**config.mk**
```make
export PLATFORM = sky130hd
export DESIGN_NAME = pump_session_supervisor_top
export DESIGN_NICKNAME = d
export VERILOG_FILES = /design/src/hdl/pss_pkg.sv /design/src/hdl/pss_cfg_regs.sv /design/src/hdl/pss_step.sv /design/src/hdl/pump_session_supervisor_top.sv
export VERILOG_INCLUDE_DIRS = /design/src /design/src/hdl
export SDC_FILE = /design/constraint.sdc
export NUM_CORES = 1
export LEC_CHECK = 0
export ABC_AREA = 1
export BUFFER_PORTS_ARGS = -buffer_cell sky130_fd_sc_hd__buf_2
export CAP_MARGIN = 15
export CORE_MARGIN = 2
export CORE_UTILIZATION = 43
export DETAILED_ROUTE_END_ITERATION = 12
export GPL_ROUTABILITY_DRIVEN = 0
export GPL_TIMING_DRIVEN = 0
export SYNTH_ARGS = -nofsm -noshare
export SYNTH_HDL_FRONTEND = slang
export SYNTH_HIERARCHICAL = 1
export SYNTH_SLANG_ARGS = --single-unit
```
**constraint.sdc**
```tcl
create_clock -name clk -period 4.7 [get_ports clk]
set_input_delay 0.47 -clock clk [delete_from_list [all_inputs] [get_ports clk]]
set_output_delay 0.47 -clock clk [all_outputs]
set_load 0.02 [all_outputs]
```
**src/hdl/pump_session_supervisor_top_macros.svh**
```systemverilog
// ----------------------------------------------------------------------------
// Assertion macros for the pump session supervisor
// Concurrent checks clocked on clk; the RST form also covers the reset window.
// ----------------------------------------------------------------------------
`ifndef PUMP_SESSION_SUPERVISOR_TOP_MACROS_SVH
`define PUMP_SESSION_SUPERVISOR_TOP_MACROS_SVH

`ifndef NO_ASSERTIONS

// Check that is suspended while reset is asserted
`define PSS_ASSERT(label, prop, msg) \
    label: assert property (@(posedge clk) disable iff (!rst_n) prop) else $error(msg);

// Check that also holds while reset is asserted
`define PSS_ASSERT_RST(label, prop, msg) \
    label: assert property (@(posedge clk) prop) else $error(msg);

`else

`define PSS_ASSERT(label, prop, msg)
`define PSS_ASSERT_RST(label, prop, msg)

`endif

`endif

```
**src/hdl/pss_pkg.sv**
```systemverilog
// ----------------------------------------------------------------------------
// pss_pkg
// Shared types and codes for the pump session supervisor.
// ----------------------------------------------------------------------------
package pss_pkg;

    localparam int unsigned PRES_W  = 13;
    localparam int unsigned CNT_W   = 16;
    localparam int unsigned TOTAL_W = 32;
    localparam int unsigned ACC_W   = 20;
    localparam int unsigned IDX_W   = 3;
    localparam int unsigned CFG_W   = 16;
    localparam int unsigned IN_W    = 32;
    localparam int unsigned OUT_W   = 128;

    localparam logic [ACC_W-1:0] ACC_MAX = {ACC_W{1'b1}};
    localparam logic [CNT_W-1:0] CNT_MAX = {CNT_W{1'b1}};

    // Item opcodes
    localparam logic [1:0] OP_PRESSURE = 2'd0;
    localparam logic [1:0] OP_TIME     = 2'd1;
    localparam logic [1:0] OP_BUTTON   = 2'd2;

    // Button codes
    localparam logic [1:0] BTN_A = 2'd1;
    localparam logic [1:0] BTN_B = 2'd2;

    // Operating modes
    localparam logic [1:0] MODE_MANUAL     = 2'd0;
    localparam logic [1:0] MODE_HYSTERESIS = 2'd1;
    localparam logic [1:0] MODE_ADAPTIVE   = 2'd2;

    // Limit report codes
    localparam logic [1:0] LIMIT_NONE    = 2'd0;
    localparam logic [1:0] LIMIT_PUMPING = 2'd1;
    localparam logic [1:0] LIMIT_SESSION = 2'd2;

    // Register indexes
    localparam logic [IDX_W-1:0] REG_MODE          = 3'd0;
    localparam logic [IDX_W-1:0] REG_MAX_SESSION   = 3'd1;
    localparam logic [IDX_W-1:0] REG_MAX_PUMPING   = 3'd2;
    localparam logic [IDX_W-1:0] REG_PUMP_REMOTE   = 3'd3;
    localparam logic [IDX_W-1:0] REG_VALVE_REMOTE  = 3'd4;

    typedef struct packed {
        logic [1:0]       mode;
        logic [CNT_W-1:0] max_session_secs;
        logic [CNT_W-1:0] max_pumping_secs;
        logic             pump_remote_off;
        logic             valve_remote_off;
    } pss_cfg_t;

    typedef struct packed {
        logic [1:0]              opcode;
        logic signed [PRES_W-1:0] pressure_hpa;
        logic [CNT_W-1:0]        elapsed_ms;
        logic [1:0]              button_code;
    } pss_item_t;

    typedef struct packed {
        logic                     pump_state;
        logic                     valve_state;
        logic                     held_off_flag;
        logic signed [PRES_W-1:0] cur_pressure;
        logic signed [PRES_W-1:0] min_pressure;
        logic signed [PRES_W-1:0] max_pressure;
        logic [ACC_W-1:0]         ms_accumulator;
        logic [CNT_W-1:0]         session_count;
        logic [CNT_W-1:0]         pumping_count;
        logic [CNT_W-1:0]         last_session_count;
        logic [TOTAL_W-1:0]       total_count;
    } pss_state_t;

endpackage

```
**src/hdl/pss_cfg_regs.sv**
```systemverilog
// ----------------------------------------------------------------------------
// pss_cfg_regs
// Configuration register file, written one register per transfer.
// ----------------------------------------------------------------------------
module pss_cfg_regs (
    input  logic                       clk,
    input  logic                       rst_n,
    input  logic                       wr_en,
    input  logic [pss_pkg::IDX_W-1:0]  wr_index,
    input  logic [pss_pkg::CFG_W-1:0]  wr_data,
    output pss_pkg::pss_cfg_t          cfg
);
    import pss_pkg::*;

    pss_cfg_t cfg_reg;

    always_ff @(posedge clk or negedge rst_n)
    begin
        if (!rst_n)
        begin
            cfg_reg.mode             <= MODE_MANUAL;
            cfg_reg.max_session_secs <= 16'd1800;
            cfg_reg.max_pumping_secs <= 16'd600;
            cfg_reg.pump_remote_off  <= 1'b0;
            cfg_reg.valve_remote_off <= 1'b0;
        end
        else if (wr_en)
        begin
            case (wr_index)
                REG_MODE:         cfg_reg.mode             <= wr_data[1:0];
                REG_MAX_SESSION:  cfg_reg.max_session_secs <= wr_data;
                REG_MAX_PUMPING:  cfg_reg.max_pumping_secs <= wr_data;
                REG_PUMP_REMOTE:  cfg_reg.pump_remote_off  <= wr_data[0];
                REG_VALVE_REMOTE: cfg_reg.valve_remote_off <= wr_data[0];
                default:          ; // drop writes to unmapped indexes
            endcase
        end
    end

    assign cfg = cfg_reg;

endmodule

```
**src/hdl/pss_step.sv**
```systemverilog
// ----------------------------------------------------------------------------
// pss_step
// Next-state logic for one item: pressure window, time base, buttons.
// ----------------------------------------------------------------------------
module pss_step #(
    parameter int unsigned MS_PER_SECOND = 1000
) (
    input  pss_pkg::pss_cfg_t   cfg,
    input  pss_pkg::pss_item_t  item,
    input  pss_pkg::pss_state_t state,
    output pss_pkg::pss_state_t state_next,
    output logic [1:0]          limit_hit
);
    import pss_pkg::*;

    localparam logic [ACC_W-1:0] MS_ACC = ACC_W'(MS_PER_SECOND);

    logic [ACC_W:0]   acc_sum;
    logic [ACC_W-1:0] acc_sat;
    logic [CNT_W-1:0] sess_inc;
    logic [CNT_W-1:0] pump_inc;
    logic             active;
    logic             remote_active;

    always_comb
    begin
        state_next = state;
        limit_hit  = LIMIT_NONE;
        active     = state.pump_state | state.valve_state;

        acc_sum  = {1'b0, state.ms_accumulator} + {{(ACC_W + 1 - CNT_W){1'b0}}, item.elapsed_ms};
        acc_sat  = acc_sum[ACC_W] ? ACC_MAX : acc_sum[ACC_W-1:0];
        sess_inc = (state.session_count != CNT_MAX) ? state.session_count + 1'b1
                                                    : state.session_count;
        pump_inc = (state.pump_state && state.pumping_count != CNT_MAX)
                 ? state.pumping_count + 1'b1 : state.pumping_count;

        remote_active = (cfg.mode == MODE_HYSTERESIS || cfg.mode == MODE_ADAPTIVE)
                      ? !state.held_off_flag : state.pump_state;

        case (item.opcode)
            OP_PRESSURE:
            begin
                state_next.cur_pressure = item.pressure_hpa;
                if (!active)
                begin
                    state_next.min_pressure = item.pressure_hpa;
                    state_next.max_pressure = item.pressure_hpa;
                end
                else
                begin
                    if (item.pressure_hpa < state.min_pressure)
                        state_next.min_pressure = item.pressure_hpa;
                    if (item.pressure_hpa > state.max_pressure)
                        state_next.max_pressure = item.pressure_hpa;
                end
            end
            OP_TIME:
            begin
                state_next.ms_accumulator = acc_sat;
                if (acc_sat >= MS_ACC)
                begin
                    state_next.ms_accumulator = acc_sat - MS_ACC;
                    if (!active)
                    begin
                        // idle second: roll a finished session over
                        if (state.session_count != '0)
                        begin
                            state_next.last_session_count = state.session_count;
                            state_next.session_count      = '0;
                            state_next.pumping_count      = '0;
                        end
                    end
                    else
                    begin
                        state_next.session_count = sess_inc;
                        state_next.pumping_count = pump_inc;
                        state_next.total_count   = state.total_count + 1'b1;
                        if (sess_inc >= cfg.max_session_secs)
                        begin
                            state_next.pump_state  = 1'b0;
                            state_next.valve_state = 1'b0;
                            limit_hit              = LIMIT_SESSION;
                        end
                        else if (pump_inc >= cfg.max_pumping_secs)
                        begin
                            state_next.pump_state = 1'b0;
                            limit_hit             = LIMIT_PUMPING;
                        end
                    end
                end
            end
            OP_BUTTON:
            begin
                if (item.button_code == BTN_A && !cfg.pump_remote_off)
                begin
                    if (remote_active)
                    begin
                        state_next.pump_state    = 1'b0;
                        state_next.held_off_flag = 1'b1;
                    end
                    else
                    begin
                        if (cfg.mode == MODE_MANUAL)
                            state_next.valve_state = 1'b1;
                        state_next.pump_state    = 1'b1;
                        state_next.held_off_flag = 1'b0;
                    end
                end
                else if (item.button_code == BTN_B && !cfg.valve_remote_off)
                begin
                    state_next.valve_state = !state.valve_state;
                end
            end
            default: ; // unused opcode leaves the state alone
        endcase
    end

endmodule

```
**src/hdl/pump_session_supervisor_top.sv**
```systemverilog
// ----------------------------------------------------------------------------
// pump_session_supervisor_top
// Vacuum pump and valve supervisor: pressure window, session timing, buttons.
// Path: input transfer into the input register, then the step logic, then the result register.
// Throughput: one item per cycle while the result stream is not stalled; the state
// update is the single combinational step between the input and result registers.
// Reset: rst_n async, active low; clears both stage valid flags, all session state, and
// loads the register defaults (mode 0, session 1800 s, pumping 600 s).
// ----------------------------------------------------------------------------
`include "pump_session_supervisor_top_macros.svh"

module pump_session_supervisor_top #(
    parameter int unsigned MS_PER_SECOND = 1000
) (
    input  logic         clk,
    input  logic         rst_n,
    // input stream
    input  logic         s_tvalid,
    output logic         s_tready,
    input  logic [1:0]   s_tuser,   // [1:0] opcode
    input  logic [31:0]  s_tdata,   // [12:0] pressure_hpa, [28:13] elapsed_ms,
                                    // [30:29] button_code, [31] zero
    // result stream
    output logic         m_tvalid,
    input  logic         m_tready,
    output logic [127:0] m_tdata,   // [0] pump_on, [1] valve_on, [2] pump_held_off,
                                    // [15:3] now_pressure, [28:16] low_pressure,
                                    // [41:29] high_pressure, [57:42] session_secs,
                                    // [73:58] pumping_secs,
                                    // [89:74] previous_session_secs,
                                    // [121:90] lifetime_secs, [123:122] limit_hit,
                                    // [127:124] zero
    // configuration writes
    input  logic         cfg_valid,
    output logic         cfg_ready,
    input  logic [2:0]   cfg_index,
    input  logic [15:0]  cfg_data
);
    import pss_pkg::*;

    pss_cfg_t   cfg;
    pss_item_t  item_reg;
    logic       item_valid_reg;
    pss_state_t state_reg;
    pss_state_t state_next;
    logic [1:0] limit_next;
    logic       out_valid_reg;
    logic [OUT_W-1:0] out_data_reg;
    logic [OUT_W-1:0] out_data_next;
    logic       advance;
    logic       take_in;

    // Registers are always writable; the sender issues writes only while no item is in
    // flight. The sender is bound to this; the block itself does not enforce it.
    assign cfg_ready = 1'b1;

    pss_cfg_regs u_cfg_regs (
        .clk      (clk),
        .rst_n    (rst_n),
        .wr_en    (cfg_valid),
        .wr_index (cfg_index),
        .wr_data  (cfg_data),
        .cfg      (cfg)
    );

    // Result register frees up when empty or when its transfer completes.
    assign advance  = !out_valid_reg || m_tready;
    // Input register takes a new item when empty or when its current one moves on.
    assign s_tready = !item_valid_reg || advance;
    assign take_in  = s_tvalid && s_tready;

    // Input register: hold the item until the step logic consumes it
    always_ff @(posedge clk or negedge rst_n)
    begin
        if (!rst_n)
            item_valid_reg <= 1'b0;
        else if (s_tready)
            item_valid_reg <= s_tvalid;
    end

    always_ff @(posedge clk)
    begin
        if (take_in)
        begin
            item_reg.opcode       <= s_tuser;
            item_reg.pressure_hpa <= s_tdata[12:0];
            item_reg.elapsed_ms   <= s_tdata[28:13];
            item_reg.button_code  <= s_tdata[30:29];
        end
    end

    pss_step #(
        .MS_PER_SECOND (MS_PER_SECOND)
    ) u_step (
        .cfg        (cfg),
        .item       (item_reg),
        .state      (state_reg),
        .state_next (state_next),
        .limit_hit  (limit_next)
    );

    // Supervisor state: advance only when an item actually moves into the result reg
    always_ff @(posedge clk or negedge rst_n)
    begin
        if (!rst_n)
            state_reg <= '0;
        else if (item_valid_reg && advance)
            state_reg <= state_next;
    end

    // Pack the result fields, lowest bit first
    assign out_data_next = {4'b0000,
                            limit_next,
                            state_next.total_count,
                            state_next.last_session_count,
                            state_next.pumping_count,
                            state_next.session_count,
                            state_next.max_pressure,
                            state_next.min_pressure,
                            state_next.cur_pressure,
                            state_next.held_off_flag,
                            state_next.valve_state,
                            state_next.pump_state};

    // Result register: hold until the downstream transfer completes
    always_ff @(posedge clk or negedge rst_n)
    begin
        if (!rst_n)
            out_valid_reg <= 1'b0;
        else if (advance)
            out_valid_reg <= item_valid_reg;
    end

    always_ff @(posedge clk)
    begin
        if (advance && item_valid_reg)
            out_data_reg <= out_data_next;
    end

    assign m_tvalid = out_valid_reg;
    assign m_tdata  = out_data_reg;

    // ------------------------------------------------------------------------
    // Checks
    // ------------------------------------------------------------------------
    `PSS_ASSERT_RST(a_reset_empty, !rst_n |=> (!m_tvalid && !item_valid_reg), "result valid during reset")
    `PSS_ASSERT(a_item_reaches_out, (item_valid_reg && advance) |=> m_tvalid, "item lost between stages")
    `PSS_ASSERT(a_pump_within_session, state_reg.pumping_count <= state_reg.session_count, "pumping count above session count")
    `PSS_ASSERT(a_limit_code, m_tvalid |-> (m_tdata[123:122] != 2'd3), "illegal limit code")
    `PSS_ASSERT(a_shutdown_off, (m_tvalid && m_tdata[123:122] == LIMIT_SESSION) |-> (!m_tdata[0] && !m_tdata[1]), "outputs on after session shutdown")

endmodule
```
Yosys cells after proc, flatten, opt, wreduce, memory -nomap -nowiden
Cells that the tools add are included.
{"block": "word_totals", "inputBits": 58, "ff_bits": 337, "word_cells": 108}
{"block": "op_classes", "add_sub_neg": 5, "n_eq_ne": 12, "n_lt_le_gt_ge": 5, "reduce_logical": 26, "bitwise": 4, "n_mux": 31}
{"cell": "$mux W100", "n": 1}
{"cell": "$mux W80", "n": 1}
{"cell": "$mux W32", "n": 2}
{"cell": "$mux W16", "n": 3}
{"cell": "$mux W48", "n": 1}
{"cell": "$mux W39", "n": 1}
{"cell": "$add A16 B1 Y16 const B", "n": 2}
{"cell": "$add A32 B1 Y32 const B", "n": 1}
{"cell": "$ge A16 B16 Y1", "n": 2}
{"cell": "$ne A16 B16 Y1 const B", "n": 2}
{"cell": "$mux W13", "n": 2}
{"cell": "$mux W26", "n": 1}
{"cell": "$add A20 B16 Y21", "n": 1}
{"cell": "$ge A20 B10 Y1 const B", "n": 1}
{"cell": "$mux W20", "n": 1}
{"cell": "$sub A20 B10 Y20 const B", "n": 1}
{"cell": "$reduce_bool A16 Y1", "n": 1}
{"cell": "$mux W1", "n": 14}
{"cell": "$gt A13 B13 Y1", "n": 1}
{"cell": "$lt A13 B13 Y1", "n": 1}
{"cell": "$reduce_and A2 Y1", "n": 6}
{"cell": "$eq A2 B1 Y1 const B", "n": 3}
{"cell": "$eq A2 B2 Y1 const B", "n": 3}
{"cell": "$eq A3 B2 Y1 const B", "n": 2}
{"cell": "other kinds (13)", "n": 29}

Depth between registers and ports, before layout
Gate-level depths: netlist (run 1).
{"block": "depth", "word_depth": 9, "ltp_mapped": 27, "depth_no_buf": 26}

By module
Netlist (run 1), hierarchy kept.
{"mod": "pump_session_supervisor_top", "n_inst": 1, "cells_per_inst": 789, "area_each_um2": 10427.5}
{"mod": "pss_step", "n_inst": 1, "cells_per_inst": 1458, "area_each_um2": 7339.5}
{"mod": "pss_cfg_regs", "n_inst": 1, "cells_per_inst": 168, "area_each_um2": 1516.5}

Worst setup path before layout (run 1)
Ideal clock, no wire load.
{"block": "synth_timing", "kind": "reg-to-reg", "start": "register out_valid_reg, in the netlist m_tvalid", "end": "register out_data_reg[0], in the netlist m_tdata[0], enable pin", "setup_ns": 0.477, "n_path_buf": 2, "setup_slack_ns": 0.802, "arrival_time_ns": 3.421, "path_stages_with_launch": 6, "period_less_slack_ns": 3.898, "cell_sequence": "dfrtp_1 nand2_4 nand2_4 buf_4 buf_4 inv_1"}
{"block": "synth_between", "elab_chain_cells": 3}
{"item": "start: declaration", "line_no": "pump_session_supervisor_top.sv:47", "text": "logic out_valid_reg;"}
{"item": "start signal: assignment", "line_no": "pump_session_supervisor_top.sv:131", "text": "out_valid_reg <= item_valid_reg;"}
{"item": "$logic_not A1 Y1", "line_no": "pump_session_supervisor_top.sv:67", "text": "assign advance = !out_valid_reg || m_tready;"}
{"item": "$logic_or A1 B1 Y1", "line_no": "pump_session_supervisor_top.sv:67"}
{"item": "$logic_and A1 B1 Y1", "line_no": "pump_session_supervisor_top.sv:136", "text": "if (advance && item_valid_reg)"}
{"item": "end signal: assignment", "line_no": "pump_session_supervisor_top.sv:137", "text": "out_data_reg <= out_data_next;"}
{"item": "end: declaration", "line_no": "pump_session_supervisor_top.sv:48", "text": "logic [OUT_W-1:0] out_data_reg;"}
No other way between the ends.
A chain may end at the register's enable or synchronous reset.

==> impl_metrics.yaml, run 1 <==
cts:
  tritoncts: "done"
  ctsLongestPathBuffers: 3
  post_cts.resized_instances: 0
  cts_htree_levels: 2
  cts.clk_slew.worst_paths_ns: 0.07
  clock_sink_count: 337
  clock_insertion_delay_worst_skew_ns: 0.58
  cts-root-buf: "sky130_fd_sc_hd__clkbuf_16"
  cts-buffers-inserted: 40
worst_setup_path:
  worst-endpoint-arrival_ns: 4.76
  ff2ff_path_depth: 24
  critical_path_start_type: "flip-flop"
  cp_top_family: "simple AND/OR/NAND/NOR gates"
  crit_top_cell: "sky130_fd_sc_hd__nand2_1"
  worst-setup-path-type: "reg2reg"
  timing.critical_path.buf_inv: 3
  cp-end-kind: "flip-flop"
  required_ns: 5.22
  crit_fanout: 10
  max_stage_delay_ns: 0.46
  critical_path_cell_sequence: "ha_1 -> inv_1 -> nor2_1 -> nand4_1 -> nor2_1 -> nand3_1 -> nand2_1 -> clkinv_1 -> clkbuf_1 -> o21ai_0 -> ha_1 -> a21oi_1 -> o21ai_0 -> nand2_1 -> o211ai_1 -> nand2_1 -> nand3_1 -> nor2_1 -> nand2_1 -> nand2_1 -> nand3_1 -> a21oi_1 -> nand3_1 -> nand2_1"
  critical-path-slowest-cell: "sky130_fd_sc_hd__o21ai_0"
  worstSetupPathDepth: 24
power_and_ir_drop:
  power_leakage_nw: 11.0
  finalPower_mw: 13.2
  vdd.ir_drop.worst_mv: 0.291
  power_density_nw_per_um2: 587
synth:
  synth.area.top_cells: "sky130_fd_sc_hd__edfxtp_1, sky130_fd_sc_hd__dfrtp_1, sky130_fd_sc_hd__nand2_1"
  area_share_of_the_largest_cell_type_after_synthesis_pct: 24.4
  yosys.cell_count.top_type: "sky130_fd_sc_hd__nand2_1"
  synth_sequential_area_ratio_pct: 47.9
  postSynth.asyncResetShare_pct: 53.4
  avgSynthCellArea_um2: 7.98
  synth.yosys.warnings: 6
  synth_cell_type_count: 51
  post_synth_instance_area_um2: 19300
  synth.cells.most_frequent: "sky130_fd_sc_hd__nand2_1, sky130_fd_sc_hd__inv_1, sky130_fd_sc_hd__nand3_1"
  synth_cells: 2415
  synth_top_flop_cell: "sky130_fd_sc_hd__dfrtp_1"
  synth_area_leader_cell: "sky130_fd_sc_hd__edfxtp_1"
  synth-edff-count: 157
  yosys_register_bits: 337
worst_hold_path:
  timing.hold.worst.class: "in2reg"
  min_delay_path_depth: 1
layout:
  antenna_cells: 0
  post-route-util_pct: 50.7
  flip_flop_count_of_the_largest_register_after_layout: 142
  area_delta_synth_final_pct: 16.2
  fin_nets: 2786
  final.fill_count: 4231
  post_route_cells_drive_above_1_share_pct: 13.4
outcome:
  result_of_the_run: "finished, final reports clean"
global_route:
  first_global_vias: 16600
  grt_max_degree: 114
  globalRouteOverflowTotal: 0
  grt_util_all_layers_pct: 24.2
  number_of_antenna_violations_at_the_first_check_in_global_routing: 1
  global_route_wire_length_before_repair_mm: 89.3
route:
  via_per_inst: 5.22
  per_cell_routed_wire_length_um: 17.2
  first_pass_drt_iterations: 5
  ant_nets: 0
  via_count: 17100
  route.final.wire_length_mm: 56.2
  detailedRoute.firstIterationViolations: 1375
  drc: 0
sta:
  maxSlewHeadroom_pct: 43.4
  worst_slew_pin_slew_ns: 0.849
  report.final.slew_viol_count: 0
  fin_worst_skew_ns: 0.0293
  total_count_of_hold_check_failures_in_the_final_report: 0
  period_minus_slack_ns: 4.24
  rsz0062_at_grt: "no"
  finalSetupViolCount: 0
  fin_setup_tns_ns: 0
  maxClockFrequency_mhz: 236
  period_share_pct: 90.3
  finalWorstSetupSlack_ns: 0.458
placement:
  hpwl_mm: 42.0
  place_worst_setup_slack_ns: 0.574
  io_buffers: 182
floorplanning:
  placement_rows: 77
  start_util_pct: 43.6
  die_x_um: 216
  core_region_area_um2: 44200
  floorplan.die_area_um2: 46600
  die_height_um: 216
  io_count: 189
job:
  number_of_maximum_capacitance_constraint_violations: 0
-- final timing paths --
kind / startpoint / end / slack, ns
hold / removal: s_tdata[23] / item_reg[12] / 0.07
max in group asynchronous: rst_n / state_reg[57] / 3.26
hold reg to reg: u_cfg_regs/cfg[11] / u_cfg_regs/cfg[11] / 0.47
setup reg to reg: state_reg[48] / state_reg[141] / 0.46
setup / recovery: state_reg[48] / state_reg[141] / 0.46
min in group asynchronous: rst_n / state_reg[104] / 0.46
-- cell type report --
class	instances	area [um2]	area share [%]
Tap cell	592	741	3.30
Sequential cell	337	9230	41.2
Clock inverter	24	318	1.42
Inverter	295	1110	4.96
Clock buffer	50	1070	4.77
Buffer	95	529	2.36
Multi-Input combinational cell	1691	8430	37.6
Timing Repair Buffer	185	986	4.40
-- per-stage QoR --
step | cells | hold slack [ns] | cell area, um2
after floorplan | 2418 | 0.174 | 19300
after global placement | 3192 | 0.453 | 20900
after detailed placement | 3194 | 0.459 | 21000
after CTS | 3269 | 0.0404 | 22400
after global routing | 3269 | 0.0473 | 22400
final | 3269 | 0.0681 | 22400
-- where the power goes --
group          internal (mW)  leakage (nW)  total [mW]  switching [mW]
registers               3.98          3.88        4.56           0.582
logic                   1.73          6.50        5.33            3.60
clock network           1.97         0.673        3.28            1.31
-- placed cells by master (no fill, tap or decap), types with 43 or more instances in the layout --
cell type	n
sky130_fd_sc_hd__edfxtp_1	157
sky130_fd_sc_hd__dfrtp_1	172
sky130_fd_sc_hd__inv_1	282
sky130_fd_sc_hd__nand2_1	806
sky130_fd_sc_hd__nand3_1	269
sky130_fd_sc_hd__nor2_1	113
sky130_fd_sc_hd__buf_2	213
sky130_fd_sc_hd__xor2_1	43
sky130_fd_sc_hd__o21ai_0	99
sky130_fd_sc_hd__a21oi_1	66
sky130_fd_sc_hd__nor3_1	44
sky130_fd_sc_hd__ha_1	82
-- kinds of logic after synthesis --
kind of cell | synth area share (%)
AO/OA/AOI/OAI | 6.38
other | 0.0389
XOR/XNOR | 2.59
buffers and inverters | 8.49
flip-flops | 47.9
AND/OR/NAND/NOR | 29.2
adder cells (fa/ha/maj) | 5.42
-- timing repair --
action,CTS,global route
setup buffers,0,0
hold buffers,1,0
hold endpoints to repair,67,0
-- layer usage --
layer	global-route usage, %	vias up	routed length, um
met3	3.64	123	3230
met5	0	-	0
met2	40.0	583	26400
met1	31.9	8044	24500
met4	9.89	0	2050
li1	-	8328	-
Power figures use the tool's default switching activity.
==> run 2, diff against run 1 <==
- PLACE_DENSITY: not set -> 0.64
==> run 2 against run 1 <==
  * Sequential power is essentially flat
  * Count of clock-buffer cells in the layout grew 5
  * Final cell count is essentially flat
  * Largest cell class unchanged
  * Largest power group unchanged
==> impl_metrics.yaml, run 2 (synthesis results as in run 1) <==
sta:
  finalWorstSetupSlack_ns: 0.424
  holdWs_ns: 0.0714
  finalSetupViolCount: 0
  maxSlewHeadroom_pct: 40.1
  total_count_of_hold_check_failures_in_the_final_report: 0
  rsz0062_at_grt: "no"
  period_minus_slack_ns: 4.28
  fin_setup_tns_ns: 0
  period_share_pct: 91.0
  fin_worst_skew_ns: 0.0307
  worst_slew_pin_slew_ns: 0.898
  report.final.slew_viol_count: 0
  maxClockFrequency_mhz: 234
layout:
  layout.cell_area.non_filler_um2: 22400
  antenna_cells: 0
  layout_commonest_cell: "sky130_fd_sc_hd__nand2_1"
  post-route-util_pct: 50.6
  flip_flop_count_of_the_largest_register_after_layout: 142
  instances_no_fill: 3267
  mostFrequentLayoutCells: "sky130_fd_sc_hd__nand2_1, sky130_fd_sc_hd__inv_1, sky130_fd_sc_hd__nand3_1"
  fin_nets: 2785
  final.fill_count: 4127
  area_delta_synth_final_pct: 15.9
  post_route_cells_drive_above_1_share_pct: 13.3
outcome:
  result_of_the_run: "finished, final reports clean"
floorplanning:
  die_x_um: 216
  floorplan.die_area_um2: 46600
  placement_rows: 77
  core_region_area_um2: 44200
  start_util_pct: 43.6
  die_height_um: 216
  io_count: 189
route:
  per_cell_routed_wire_length_um: 17.2
  via_count: 17200
  drc: 0
  met1_length_mm: 23.6
  ant_nets: 0
  detailedRoute.firstIterationViolations: 1490
  met2_wirelength_mm: 26.2
  route.final.wire_length_mm: 56.0
  via_per_inst: 5.28
  highest_layer: "met4"
  first_pass_drt_iterations: 6
  routed-wl-met3_mm: 4.08
cts:
  clock_sink_count: 337
  cts-buffers-inserted: 39
  clock_insertion_delay_worst_skew_ns: 0.58
  ctsLongestPathBuffers: 3
  cts-root-buf: "sky130_fd_sc_hd__clkbuf_16"
  post_cts.resized_instances: 0
  post-cts-setup-buffer-count: 0
  cts_hold_repair.buffers: 1
  cts.clk_slew.worst_paths_ns: 0.06
  cts_htree_levels: 2
  tritoncts: "done"
placement:
  io_buffers: 182
  place_worst_setup_slack_ns: 0.644
  placedInstanceArea_um2: 21000
  hpwl_mm: 41.2
  placed_cells: 3194
worst_setup_path:
  critical_path_start_type: "flip-flop"
  worst-setup-path-type: "reg2reg"
  required_ns: 5.22
  crit_fanout: 10
  worst-endpoint-arrival_ns: 4.79
  cp-end-kind: "flip-flop"
global_route:
  grt_util_all_layers_pct: 24.0
  grt_max_degree: 112
  globalRouteOverflowTotal: 0
  number_of_antenna_violations_at_the_first_check_in_global_routing: 1
  global_route_wire_length_before_repair_mm: 89.0
  first_global_vias: 16800
power_and_ir_drop:
  finalPower_mw: 13.1
  vdd.ir_drop.worst_mv: 0.362
  power_density_nw_per_um2: 584
  power_leakage_nw: 11.0
job:
  number_of_maximum_capacitance_constraint_violations: 0
worst_hold_path:
  timing.hold.worst.class: "in2reg"
==> run 2: changes by cell type in the layout (fill, tap and decap cells not counted), sizes merged <==
cell	previous run	this run
clkbuf	83	88
bufinv	6	4
inv	298	294
clkinv	13	14
clkinvlp	2	0
==> run 2: path summary, 6_finish.rpt <==
path                                     end  depth (start not counted)               from  slack (ns)
min in group asynchronous     state_reg[103]                          2              rst_n        0.44
setup / recovery              state_reg[141]                         25      state_reg[48]        0.42
max in group asynchronous       state_reg[1]                          3              rst_n        3.20
hold reg to reg            u_cfg_regs/cfg[6]                          2  u_cfg_regs/cfg[6]        0.46
hold / removal                  item_reg[12]                          1        s_tdata[23]        0.07
setup reg to reg              state_reg[141]                         25      state_reg[48]        0.42
==> run 2: layout make-up <==
class                   instances  area [um2]  share of cell area [%]
clock buffers                  55        1130                    5.04
repair buffers                185         986                    4.41
flip-flops and latches        337        9230                    41.3
multi-input cells            1691        8430                    37.7
plain buffers                  95         529                    2.37
well taps                     592         741                    3.31
inverters                     295        1110                    4.98
clock inverters                17         204                   0.912
==> run 2: layer usage <==
layer	vias to the layer above	track usage, %
met1	8067	31.1
met2	700	39.9
li1	8332	-
met5	-	0
met3	137	3.78
met4	0	10.7
==> run 2: power by group <==
part	total (mW)	internal, mW	switching, mW
Sequential	4.56	3.98	0.585
Combinational	5.33	1.73	3.60
Clock	3.17	1.90	1.27
==> run 2: worst max-delay path, stage by stage (launching register included) <==
cell and delay (ns):
sky130_fd_sc_hd__dfrtp_1 0.40, sky130_fd_sc_hd__ha_1 0.19, sky130_fd_sc_hd__inv_1 0.06, sky130_fd_sc_hd__nor2_1 0.20, sky130_fd_sc_hd__nand4_1 0.20, sky130_fd_sc_hd__nor2_1 0.14, sky130_fd_sc_hd__nand3_1 0.08, sky130_fd_sc_hd__nand2_1 0.20
sky130_fd_sc_hd__clkinv_1 0.27, sky130_fd_sc_hd__clkbuf_1 0.29, sky130_fd_sc_hd__o21ai_0 0.43, sky130_fd_sc_hd__inv_1 0.10, sky130_fd_sc_hd__ha_1 0.30, sky130_fd_sc_hd__nand2_1 0.10, sky130_fd_sc_hd__nor2_1 0.07, sky130_fd_sc_hd__nand2_1 0.07
sky130_fd_sc_hd__o211ai_1 0.10, sky130_fd_sc_hd__nand2_1 0.08, sky130_fd_sc_hd__nand3_1 0.19, sky130_fd_sc_hd__nor2_1 0.16, sky130_fd_sc_hd__nand2_1 0.07, sky130_fd_sc_hd__nand2_1 0.08, sky130_fd_sc_hd__nand3_1 0.06, sky130_fd_sc_hd__a21oi_1 0.20
sky130_fd_sc_hd__nand3_1 0.10, sky130_fd_sc_hd__nand2_1 0.10
